$ cat config.mk
export PLATFORM = sky130hd
export DESIGN_NAME = fsib_ctrl
export DESIGN_NICKNAME = d
export VERILOG_FILES = /design/src/rtl/core/fsib_pkg.sv /design/src/rtl/core/fsib_ctrl.sv
export SDC_FILE = /design/constraint.sdc
export NUM_CORES = 1
export LEC_CHECK = 0
export ABC_AREA = 1
export BUFFER_PORTS_ARGS = -buffer_cell sky130_fd_sc_hd__buf_2
export CORE_MARGIN = 3
export CORE_UTILIZATION = 53
export CTS_BUF_LIST = sky130_fd_sc_hd__clkbuf_16
export DETAILED_ROUTE_END_ITERATION = 10
export GPL_TIMING_DRIVEN = 0
export PLACE_DENSITY = 0.87
export SLEW_MARGIN = 20
export SYNTH_ARGS = -nofsm -noshare
export SYNTH_HDL_FRONTEND = slang
export SYNTH_SLANG_ARGS = --single-unit
$ cat constraint.sdc
create_clock -name i_clk -period 2 [get_ports i_clk]
set_clock_uncertainty 0.2 [all_clocks]
set_input_delay 0.4 -clock i_clk [delete_from_list [all_inputs] [get_ports i_clk]]
set_output_delay 0.4 -clock i_clk [all_outputs]
set_load 0.05 [all_outputs]
$ cat src/rtl/core/fsib_pkg.sv
// ----------------------------------------------------------------------------
// fsib_pkg
// Shared types, sizes and codes of the flash sector image buffer.
// ----------------------------------------------------------------------------
package fsib_pkg;

    localparam int MAX_SECTORS      = 8;
    localparam int MAX_SECTOR_BYTES = 1024;
    localparam int MAX_SEGMENT      = 64;

    localparam int SLOT_W   = 3;
    localparam int CNT_W    = 4;
    localparam int BOFF_W   = 10;
    localparam int OFF_W    = 11;
    localparam int SEG_W    = 7;
    localparam int ADDR_W   = 32;
    localparam int STORE_AW = SLOT_W + BOFF_W;
    localparam int STORE_DEPTH = MAX_SECTORS * MAX_SECTOR_BYTES;
    localparam int CFG_W    = 11;

    localparam logic [31:0] CRC_POLY = 32'hEDB88320;
    localparam logic [31:0] CRC_INIT = 32'hFFFFFFFF;
    localparam logic [7:0]  ERASED   = 8'hFF;
    localparam logic [7:0]  DATA_REC = 8'h00;

    typedef enum logic [1:0] {
        MODE_WRITE = 2'd0,
        MODE_FETCH = 2'd1,
        MODE_CRC   = 2'd2,
        MODE_CLEAR = 2'd3
    } t_mode;

    typedef enum logic [1:0] {
        ST_OK        = 2'd0,
        ST_EXHAUSTED = 2'd1,
        ST_FULL      = 2'd2,
        ST_BAD_INDEX = 2'd3
    } t_status;

    typedef enum logic {
        CFG_SECTOR_SIZE = 1'b0,
        CFG_SEGMENT_MAX = 1'b1
    } t_cfg_idx;

    typedef enum logic [1:0] {
        EMIT_STATUS = 2'd0,
        EMIT_CRC    = 2'd1,
        EMIT_BYTE   = 2'd2
    } t_emit_kind;

    typedef struct packed {
        t_mode        mode;
        logic [7:0]   record_type;
        logic [31:0]  write_address;
        logic [7:0]   write_byte;
        logic [2:0]   slot_index;
        logic [10:0]  start_offset;
    } t_in_item;

    typedef struct packed {
        logic [1:0]   status;
        logic [7:0]   out_byte;
        logic [31:0]  byte_address;
        logic [6:0]   segment_length;
        logic [10:0]  next_offset;
        logic [31:0]  sector_crc;
        logic         last;
    } t_out_item;

    typedef struct packed {
        logic       latch;
        logic       div_step;
        logic       calc_base;
        logic       lookup;
        logic       alloc;
        logic       erase_step;
        logic       store;
        logic       clear;
        logic       crc_init;
        logic       crc_step;
        logic       scan_adv;
        logic       ram_rd;
        logic       seg_setup;
        logic       seg_setup2;
        logic       emit;
        t_emit_kind emit_kind;
        t_status    emit_status;
    } t_dp_cmd;

    typedef struct packed {
        t_mode            mode;
        logic             type_data;
        logic             div_last;
        logic             found;
        logic             full;
        logic             bad_idx;
        logic             erase_last;
        logic             off_ge_size;
        logic             rd_valid;
        logic             out_free;
        logic             last_byte;
        logic [CNT_W-1:0] count;
    } t_dp_sts;

endpackage

$ cat src/rtl/core/fsib_ctrl.sv
// ----------------------------------------------------------------------------
// fsib_ctrl
// Controller: sequences each request through the datapath.
// ----------------------------------------------------------------------------
module fsib_ctrl import fsib_pkg::*; (
    input  logic    i_clk,
    input  logic    i_rst_n,
    input  logic    i_in_valid,
    output logic    o_in_ready,
    input  t_dp_sts i_sts,
    output t_dp_cmd o_cmd
);
    typedef enum logic [17:0] {
        S_IDLE      = 18'h00001,
        S_DISPATCH  = 18'h00002,
        S_DIV       = 18'h00004,
        S_BASE      = 18'h00008,
        S_LOOK      = 18'h00010,
        S_DECIDE    = 18'h00020,
        S_ERASE     = 18'h00040,
        S_STORE     = 18'h00080,
        S_RESP      = 18'h00100,
        S_CRC_CHK   = 18'h00200,
        S_CRC_STEP  = 18'h00400,
        S_CRC_OUT   = 18'h00800,
        S_SCAN_CHK  = 18'h01000,
        S_SCAN_TST  = 18'h02000,
        S_SEG1      = 18'h04000,
        S_SEG2      = 18'h08000,
        S_BYTE_RD   = 18'h10000,
        S_BYTE_EMIT = 18'h20000
    } t_state;

    t_state  r_state, n_state;
    t_status r_stat, n_stat;

    assign o_in_ready = (r_state == S_IDLE);

    always_comb begin
        n_state = r_state;
        n_stat  = r_stat;
        o_cmd   = '0;
        o_cmd.emit_kind   = EMIT_STATUS;
        o_cmd.emit_status = r_stat;
        case (r_state)
            S_IDLE: begin
                if (i_in_valid) begin
                    o_cmd.latch = 1'b1;
                    n_state     = S_DISPATCH;
                end
            end
            S_DISPATCH: begin
                n_stat = ST_OK;
                case (i_sts.mode)
                    MODE_WRITE: n_state = i_sts.type_data ? S_DIV : S_RESP;
                    MODE_CLEAR: begin
                        o_cmd.clear = 1'b1;
                        n_state     = S_RESP;
                    end
                    MODE_CRC: begin
                        if (i_sts.bad_idx) begin
                            n_stat  = ST_BAD_INDEX;
                            n_state = S_RESP;
                        end else begin
                            o_cmd.crc_init = 1'b1;
                            n_state        = S_CRC_CHK;
                        end
                    end
                    default: begin
                        if (i_sts.bad_idx) begin
                            n_stat  = ST_BAD_INDEX;
                            n_state = S_RESP;
                        end else begin
                            n_state = S_SCAN_CHK;
                        end
                    end
                endcase
            end
            S_DIV: begin
                o_cmd.div_step = 1'b1;
                if (i_sts.div_last) begin
                    n_state = S_BASE;
                end
            end
            S_BASE: begin
                o_cmd.calc_base = 1'b1;
                n_state         = S_LOOK;
            end
            S_LOOK: begin
                o_cmd.lookup = 1'b1;
                n_state      = S_DECIDE;
            end
            S_DECIDE: begin
                if (i_sts.found) begin
                    n_state = S_STORE;
                end else if (i_sts.full) begin
                    n_stat  = ST_FULL;
                    n_state = S_RESP;
                end else begin
                    o_cmd.alloc = 1'b1;
                    n_state     = S_ERASE;
                end
            end
            S_ERASE: begin
                o_cmd.erase_step = 1'b1;
                if (i_sts.erase_last) begin
                    n_state = S_STORE;
                end
            end
            S_STORE: begin
                o_cmd.store = 1'b1;
                n_state     = S_RESP;
            end
            S_RESP: begin
                if (i_sts.out_free) begin
                    o_cmd.emit = 1'b1;
                    n_state    = S_IDLE;
                end
            end
            S_CRC_CHK: begin
                if (i_sts.off_ge_size) begin
                    n_state = S_CRC_OUT;
                end else begin
                    o_cmd.ram_rd = 1'b1;
                    n_state      = S_CRC_STEP;
                end
            end
            S_CRC_STEP: begin
                o_cmd.crc_step = 1'b1;
                n_state        = S_CRC_CHK;
            end
            S_CRC_OUT: begin
                o_cmd.emit_kind = EMIT_CRC;
                if (i_sts.out_free) begin
                    o_cmd.emit = 1'b1;
                    n_state    = S_IDLE;
                end
            end
            S_SCAN_CHK: begin
                if (i_sts.off_ge_size) begin
                    n_stat  = ST_EXHAUSTED;
                    n_state = S_RESP;
                end else begin
                    o_cmd.ram_rd = 1'b1;
                    n_state      = S_SCAN_TST;
                end
            end
            S_SCAN_TST: begin
                if (i_sts.rd_valid) begin
                    n_state = S_SEG1;
                end else begin
                    o_cmd.scan_adv = 1'b1;
                    n_state        = S_SCAN_CHK;
                end
            end
            S_SEG1: begin
                o_cmd.seg_setup = 1'b1;
                n_state         = S_SEG2;
            end
            S_SEG2: begin
                o_cmd.seg_setup2 = 1'b1;
                n_state          = S_BYTE_RD;
            end
            S_BYTE_RD: begin
                o_cmd.ram_rd = 1'b1;
                n_state      = S_BYTE_EMIT;
            end
            S_BYTE_EMIT: begin
                o_cmd.emit_kind = EMIT_BYTE;
                if (i_sts.out_free) begin
                    o_cmd.emit = 1'b1;
                    n_state    = i_sts.last_byte ? S_IDLE : S_BYTE_RD;
                end
            end
            default: n_state = S_IDLE;
        endcase
    end

    always_ff @(posedge i_clk) begin
        if (!i_rst_n) begin
            r_state <= S_IDLE;
            r_stat  <= ST_OK;
        end else begin
            r_state <= n_state;
            r_stat  <= n_stat;
        end
    end
endmodule

==> impl_metrics.env, run 1 <==
export IMPL_status="did not finish"
export IMPL_outcome_stop_stage="4_1_cts"
export IMPL_flow_first_error="[ERROR DPL-0033] detailed placement checks failed during check placement."
export IMPL_clkSinkCount=20
export IMPL_postCtsSetupBuffers=59
export IMPL_number_of_buffers_inserted_during_clock_tree_synthesis=3
export IMPL_dpl_hpwl_um=3260
export IMPL_cts_htree_levels=1
export IMPL_place_gp_congestion=0.877
export IMPL_placement_io_buffers=34
export IMPL_post_cts_resized=107
export IMPL_post_synth_instance_area_mm2=0.00156
export IMPL_number_of_flip_flops_and_latches_in_the_synthesized_netlist=20
export IMPL_netlist_instances=247
export IMPL_cts_hold_fix_buffers=0
export IMPL_initial_cell_density_of_the_core_pct=56.1
export IMPL_ys_warn_count=0
export IMPL_avgSynthCellArea_um2=6.32
export IMPL_pin_count=39
export IMPL_die_height_um=60.3
export IMPL_die_w_um=60.3
export IMPL_cts_root_buf="clkbuf_16"
export IMPL_postSynthNetCount=270
export IMPL_netlist_cell_type_count=28
export IMPL_synth_seq_area_share_pct=25.7
export IMPL_cts_path_max_buffers=2
export IMPL_core_rowCount=19
## per-stage QoR
stage               std cells  util [%]  setup WS, ps  instance area (um^2)
global placement          312      66.0          -276                  1840
floorplan                 247         -          -136                  1630
detailed placement        312      66.0          -344                  1840
## synth_stat cells
master	n	area share [%]
inv_1	50	12
nor2_1	40	9.6
nand2_1	33	7.9
nand3_1	28	9.0
dfxtp_1	20	26
nand4_1	11	4.4
nor2_2	8	3.2
nor3_1	8	2.6
a21oi_1	7	2.2
nand3_2	5	3.2
nor2_4	5	3.6
o21ai_0	5	1.6
ha_1	4	3.2
nand2_2	4	1.6
nand2_4	3	2.2
o21ai_1	3	0.96
inv_2	2	0.48
and3_1	1	0.40
buf_2	1	0.32
buf_4	1	0.48
buf_6	1	0.72
nand4_2	1	0.80
nor3_4	1	1.0
nor3b_1	1	0.48
o211ai_1	1	0.48
o211ai_2	1	0.80
o22ai_1	1	0.40
or3b_2	1	0.56
## kinds of logic after synthesis
kind of cell             count (synthesis)  synth area share (%)
AO/OA/AOI/OAI                           18                  6.50
adder cells (fa/ha/maj)                  4                  3.21
buffers and inverters                   55                  14.0
flip-flops                              20                  25.7
AND/OR/NAND/NOR                        150                  50.6
==> run 2, diff against run 1 <==
- CORE_UTILIZATION: 53 -> 40
- CTS_BUF_LIST: sky130_fd_sc_hd__clkbuf_16 -> not set
- PLACE_DENSITY: 0.87 -> not set
- PLACE_DENSITY_LB_ADDON: not set -> 0.15
==> run 2 against run 1 <==
Net effect:
- area after synthesis is the same
- synthesized cell count did not move
- the flow now finishes, with violations (setup timing)
==> impl_metrics.env, run 2 <==
export IMPL_gr_total_overflow=0
export IMPL_netlist_cell_type_count=28
export IMPL_violated_checks="setup timing"
export IMPL_path_class="reg -> out"
export IMPL_final_period_utilization_pct=114
export IMPL_cp_max_fo=4
export IMPL_cp_cell_sequence="nor2_4 -> nand2_4 -> nor2_4 -> buf_6 -> nand3_2 -> or3b_4 -> buf_8"
export IMPL_core_rowCount=22
export IMPL_dpl_hpwl_um=3260
export IMPL_cts_path_max_buffers=2
export IMPL_worstSetupEndpointType="output port"
export IMPL_layout_area_overhead_vs_synth_pct=88.2
export IMPL_clock_transition_at_path_regs_ps=80
export IMPL_wire_per_inst_um=16.7
export IMPL_timing_max_cap_violations=0
export IMPL_max_slew_margin_rel_pct=71.5
export IMPL_num_vias=2150
export IMPL_largest_register_ff_count=18
export IMPL_detail_route_iter0_violations=164
export IMPL_cts_tree="built"
export IMPL_largest_net_degree_at_the_start_of_global_routing=11
export IMPL_cts_root_buf="clkbuf_8"
export IMPL_vias_in_the_first_global_route=1925
export IMPL_max_vdd_ir_drop_uv=304
export IMPL_timing_critical_path_required_ps=1400
export IMPL_final_hold_worst_slack_ps=166
export IMPL_status="finished with violations"
export IMPL_dr_pass1_iters=6
export IMPL_synth_top_area_cell="dfxtp_1"
export IMPL_number_of_buffers_inserted_during_clock_tree_synthesis=3
export IMPL_ys_warn_count=0
export IMPL_reg_largest_list="r_state x18, r_stat x2"
export IMPL_mostFrequentLayoutCells="buf_4, inv_1, nand2_1, nor2_1, buf_6"
export IMPL_period_minus_slack_ps=2290
export IMPL_ys_async_sr_fraction_pct=0
export IMPL_final_nets=373
export IMPL_post_synth_instance_area_mm2=0.00156
export IMPL_synth_edf_count=0
export IMPL_place_gp_congestion=0.829
export IMPL_static_leakage_power_nw=1.45
export IMPL_setup_repair_after_global_routing_missed_its_margin="true"
export IMPL_critical_path_slowest_cell="dfxtp_2"
export IMPL_pin_count=39
export IMPL_hold_class="in -> reg"
export IMPL_diodes=0
export IMPL_cts_htree_levels=1
export IMPL_setup_slack_ps=-289
export IMPL_die_w_um=68.5
export IMPL_pre_cts_ws_ps=-306
export IMPL_die_area_mm2=0.00469
export IMPL_netlist_instances=247
export IMPL_route_antenna_remaining_nets=0
export IMPL_number_of_antenna_violations_at_the_first_check_in_global_routing=0
export IMPL_synth_seq_area_share_pct=25.7
export IMPL_cts_hold_fix_buffers=0
export IMPL_drcViolationCount=0
export IMPL_drive_above_1_share_pct=58.3
export IMPL_slew_viol_final=0
export IMPL_timing_worst_slew_pin_value_ps=426
export IMPL_wire_length_of_the_first_global_routing_pass_um=8870
export IMPL_initial_cell_density_of_the_core_pct=42.0
export IMPL_routed_via_density=5.43
export IMPL_post_synth_main_area_contributors="dfxtp_1, inv_1, nor2_1"
export IMPL_postSynthNetCount=270
export IMPL_placement_io_buffers=34
export IMPL_number_of_flip_flops_and_latches_in_the_synthesized_netlist=20
export IMPL_achievable_frequency_mhz=437
export IMPL_global_route_usage_total_pct=25.4
export IMPL_synth_top_cell_area_share_pct=25.7
export IMPL_top_register="r_state"
export IMPL_most_frequently_used_flop_master_after_synthesis="dfxtp_1"
export IMPL_yosys_cell_count_top_type="inv_1"
export IMPL_startpoint_type="flip-flop"
export IMPL_cp_slowest_stage_delay_ps=350
export IMPL_avgSynthCellArea_um2=6.32
export IMPL_clk_latency_ps=270
export IMPL_powerDensity_mw_per_mm2=485
export IMPL_worst_endpoint_arrival_ps=1690
export IMPL_postRouteWirelength_um=6600
export IMPL_number_of_inserted_filler_cells_in_the_final_layout=225
export IMPL_setup_violations=32
export IMPL_core_area_mm2=0.00372
export IMPL_netlist_top_cells_count="inv_1, nor2_1, nand2_1"
export IMPL_clkSinkCount=20
export IMPL_most_common_cell_after_layout_fill_and_taps_aside="buf_4"
export IMPL_critical_path_most_common_cell="nor2_4"
export IMPL_die_height_um=68.5
export IMPL_timing_final_hold_violations=0
run 2: what timing repair did:
item / CTS / global route
cloned: 1 / 1
buffers inserted: 49 / 26
pin swaps: 19 / 28
gates resized for setup: 116 / 50
setup endpoints to repair: 29 / 31
run 2: final cells by class:
class                           count  area (um^2)  share of cell area, %
Buffer                              3         36.3                   1.24
Tap cell                           48         60.1                   2.05
Clock buffer                        3         41.3                   1.41
Multi-Input combinational cell    172         1280                   43.6
Inverter                           52          206                   7.03
Timing Repair Buffer               98          878                   29.9
Sequential cell                    20          433                   14.7
run 2: kinds of logic (layout without fill, tap and decap cells):
logic type      Yosys count  in the layout  share of synthesized area, %
simple gates            150            150                          50.6
buf+inv                  55            156                          14.0
flops                    20             20                          25.7
compound gates           18             18                          6.50
fa+ha+maj                 4              4                          3.21
run 2: per-layer routing:
metal | up-vias | GRT usage [%] | part of all wire, %
li1 | 993 | - | -
met1 | 1024 | 32.4 | 42
met2 | 108 | 44.1 | 48
met3 | 25 | 2.46 | 6.4
met4 | 0 | 8.68 | 3.0
met5 | - | 0 | 0
run 2: through the flow:
stage          cells  total power [W]  instance area, um^2  util, %  TNS [ps]
2_1_floorplan    247         0.000704                 1630        -      -328
3_3_place_gp     329         0.000790                 1860     50.0     -2270
3_5_place_dp     329         0.000793                 1860     50.0     -2690
4_1_cts          377          0.00126                 2600     70.0     -2280
5_1_grt          396          0.00147                 2940     79.0     -5920
6_report         396          0.00142                 2940     79.0     -4160
run 2: path summary, 6_finish.rpt:
check,endpoint,cells after the start,startpoint,slack (ps)
worst max-delay path,o_cmd[7],7,r_state[8],-290
worst min-delay path,r_stat[1],3,i_rst_n,170
worst min register to register,r_state[8],2,r_state[8],310
worst max register to register,r_state[10],14,r_state[8],-80
run 2: report_power, final:
group          total [W]  internal, W  switching, W
Combinational   0.000705     0.000317      0.000388
Sequential      0.000426     0.000412     0.0000142
Clock           0.000293     0.000135      0.000158
Total            0.00142     0.000864      0.000560
run 2: worst max-delay path, delay by kind of cell (launching register included):
family | cells | cell delay, ps
and+or+nand+nor | 5 | 770
buffers and inverters | 2 | 280
DFF | 1 | 350
No activity file was read; power rests on OpenSTA's default activity.
==> run 3, diff against run 2 <==
- MAX_ROUTING_LAYER: not set -> met4
- SKIP_LAST_GASP: not set -> 1
==> run 3 against run 2 <==
Net effect:
- the run still ends with setup timing left
- die area did not move
- final area fell by 3.2%
- count of clock-buffer cells in the layout did not move
- sequential share of layout area rose by 0.49 points
- largest cell class unchanged
==> impl_metrics.env, run 3 (synthesis gave the netlist of run 2 again) <==
export IMPL_crit_path_end="o_cmd[7]"
export IMPL_die_height_um=68.5
export IMPL_largest_net_degree_at_the_start_of_global_routing=11
export IMPL_number_of_antenna_violations_at_the_first_check_in_global_routing=0
export IMPL_worst_endpoint_arrival_ps=1750
export IMPL_timing_worst_slew_pin_value_ps=387
export IMPL_max_vdd_ir_drop_uv=314
export IMPL_hold_class="in -> reg"
export IMPL_crit_start="r_state[0]"
export IMPL_timing_reg2reg_setup_slack_ps=-110
export IMPL_startpoint_type="flip-flop"
export IMPL_cp_depth=7
export IMPL_regToRegEndpoint="r_stat[0]"
export IMPL_critical_path_most_common_cell="nor2_4"
export IMPL_timing_critical_path_required_ps=1400
export IMPL_drive_above_1_share_pct=56.1
export IMPL_gr_total_overflow=0
export IMPL_vias_in_the_first_global_route=1828
export IMPL_setup_repair_after_global_routing_missed_its_margin="true"
export IMPL_combinationalPowerShare_pct=48.8
export IMPL_critical_path_n_buffers_inverters=2
export IMPL_regToRegStartpoint="r_state[0]"
export IMPL_slew_viol_final=0
export IMPL_path_class="reg -> out"
export IMPL_cp_cell_sequence="nor2_4 -> nand2_4 -> nor2_4 -> buf_4 -> nand3_2 -> or3b_4 -> buf_8"
export IMPL_num_vias=2129
export IMPL_place_gp_congestion=0.841
export IMPL_pin_count=39
export IMPL_detail_route_iter0_violations=129
export IMPL_final_hold_worst_slack_ps=167
export IMPL_layout_area_overhead_vs_synth_pct=82.1
export IMPL_critical_path_slowest_cell="dfxtp_4"
export IMPL_placement_io_buffers=34
export IMPL_period_minus_slack_ps=2350
export IMPL_clkPwrFrac_pct=20.6
export IMPL_cts_htree_levels=1
export IMPL_postLayoutCoreUtil_pct=76.5
export IMPL_core_area_mm2=0.00372
export IMPL_largest_register_ff_count=18
export IMPL_number_of_buffers_inserted_during_clock_tree_synthesis=3
export IMPL_worstSetupEndpointType="output port"
export IMPL_cts_tree="built"
export IMPL_cp_slowest_stage_delay_ps=360
export IMPL_cts_root_buf="clkbuf_8"
export IMPL_status="finished with violations"
export IMPL_diodes=0
export IMPL_routed_via_density=5.43
export IMPL_timing_max_cap_violations=0
export IMPL_die_area_mm2=0.00469
export IMPL_clk_latency_ps=270
export IMPL_setup_slack_ps=-351
export IMPL_top_register="r_state"
export IMPL_achievable_frequency_mhz=425
export IMPL_internal_power_w=0.000847
export IMPL_max_slew_margin_rel_pct=74.2
export IMPL_final_period_utilization_pct=118
export IMPL_cp_max_fo=4
export IMPL_most_common_cell_after_layout_fill_and_taps_aside="buf_4"
export IMPL_postRouteWirelength_um=6270
export IMPL_power_switching_w=0.000540
export IMPL_dpl_hpwl_um=3260
export IMPL_initial_cell_density_of_the_core_pct=42.0
export IMPL_timing_final_hold_violations=0
export IMPL_sequentialPowerShare_pct=30.6
export IMPL_violated_checks="setup timing"
export IMPL_cts_path_max_buffers=2
export IMPL_dr_pass1_iters=5
export IMPL_global_route_usage_total_pct=24.8
export IMPL_wire_per_inst_um=16.0
export IMPL_switching_share_pct=39.0
export IMPL_wire_length_of_the_first_global_routing_pass_um=8460
export IMPL_mostFrequentLayoutCells="buf_4, inv_1, nand2_1, nor2_1, buf_6"
export IMPL_final_nets=369
export IMPL_cells_on_worst_reg2reg_path=11
export IMPL_clkSinkCount=20
export IMPL_static_leakage_power_nw=1.43
export IMPL_core_rowCount=22
export IMPL_powerDensity_mw_per_mm2=488
export IMPL_cts_hold_fix_buffers=0
export IMPL_timing_critical_path_max_delay_family="simple AND/OR/NAND/NOR gates"
export IMPL_route_antenna_remaining_nets=0
export IMPL_whs_path_depth=3
export IMPL_drcViolationCount=0
export IMPL_setup_violations=33
export IMPL_clock_transition_at_path_regs_ps=90
export IMPL_reg_largest_list="r_state x18, r_stat x2"
export IMPL_die_w_um=68.5
[run 3: changes by cell type in the layout (fill, tap and decap cells not counted), sizes merged]
cell  delta
buf      -4
[run 3: routing by layer]
layer,global-route usage (%),up-vias,part of all wire (%)
li1,-,984,-
met1,31.0,970,39
met2,42.1,139,49
met3,2.13,36,8.1
met4,7.69,0,4.4
met5,-,-,0
[run 3: worst min path at each step]
| stage | endpoint | slack [ps] | start |
|---|---|---|---|
| 6_report | r_stat[1] | 170 | i_rst_n |
| 5_1_grt | r_stat[1] | 210 | i_rst_n |
| 4_1_cts | r_stat[1] | 180 | i_rst_n |
| 3_5_place_dp | r_state[11] | 300 | r_state[11] |
| 3_3_place_gp | r_state[11] | 300 | r_state[11] |
| 2_1_floorplan | r_state[11] | 280 | r_state[11] |
[run 3: power by group through the flow]
stage	clock, W	sequential, W	combinational (W)
floorplan	0	0.000446	0.000257
global placement	0	0.000434	0.000356
CTS	0.000281	0.000427	0.000543
finish	0.000286	0.000425	0.000677
global route	0.000302	0.000426	0.000715
detailed placement	0	0.000434	0.000359
[run 3: worst reg2reg max path, delay by kind of cell (launching register included)]
family | cells | cell delay (ps)
buffers and inverters | 3 | 430
AO/OA/AOI/OAI | 1 | 120
flip-flops | 1 | 360
AND/OR/NAND/NOR | 7 | 900
[run 3: what timing repair did]
item	CTS	global route
cloned	1	1
pin swaps	19	25
setup endpoints to repair	29	31
resized for setup	98	46
buffers inserted	49	19
[run 3: per-stage QoR]
stage | TNS [ps] | setup slack, ps | instance area, um^2 | instances | power (W)
2_1_floorplan | -328 | -136 | 1630 | 247 | 0.000704
3_3_place_gp | -2270 | -307 | 1860 | 329 | 0.000790
3_5_place_dp | -2690 | -306 | 1860 | 329 | 0.000793
4_1_cts | -2560 | -240 | 2540 | 377 | 0.00125
5_1_grt | -7010 | -376 | 2840 | 392 | 0.00144
6_report | -5040 | -351 | 2840 | 392 | 0.00139
[run 3: final cells by class]
type,count,area [um^2]
multi-input combinational,172,1240
clock buffer,3,41.3
buffer,3,31.3
fill,244,875
inverter,52,206
timing repair buffer,94,826
tap,48,60.1
sequential,20,433
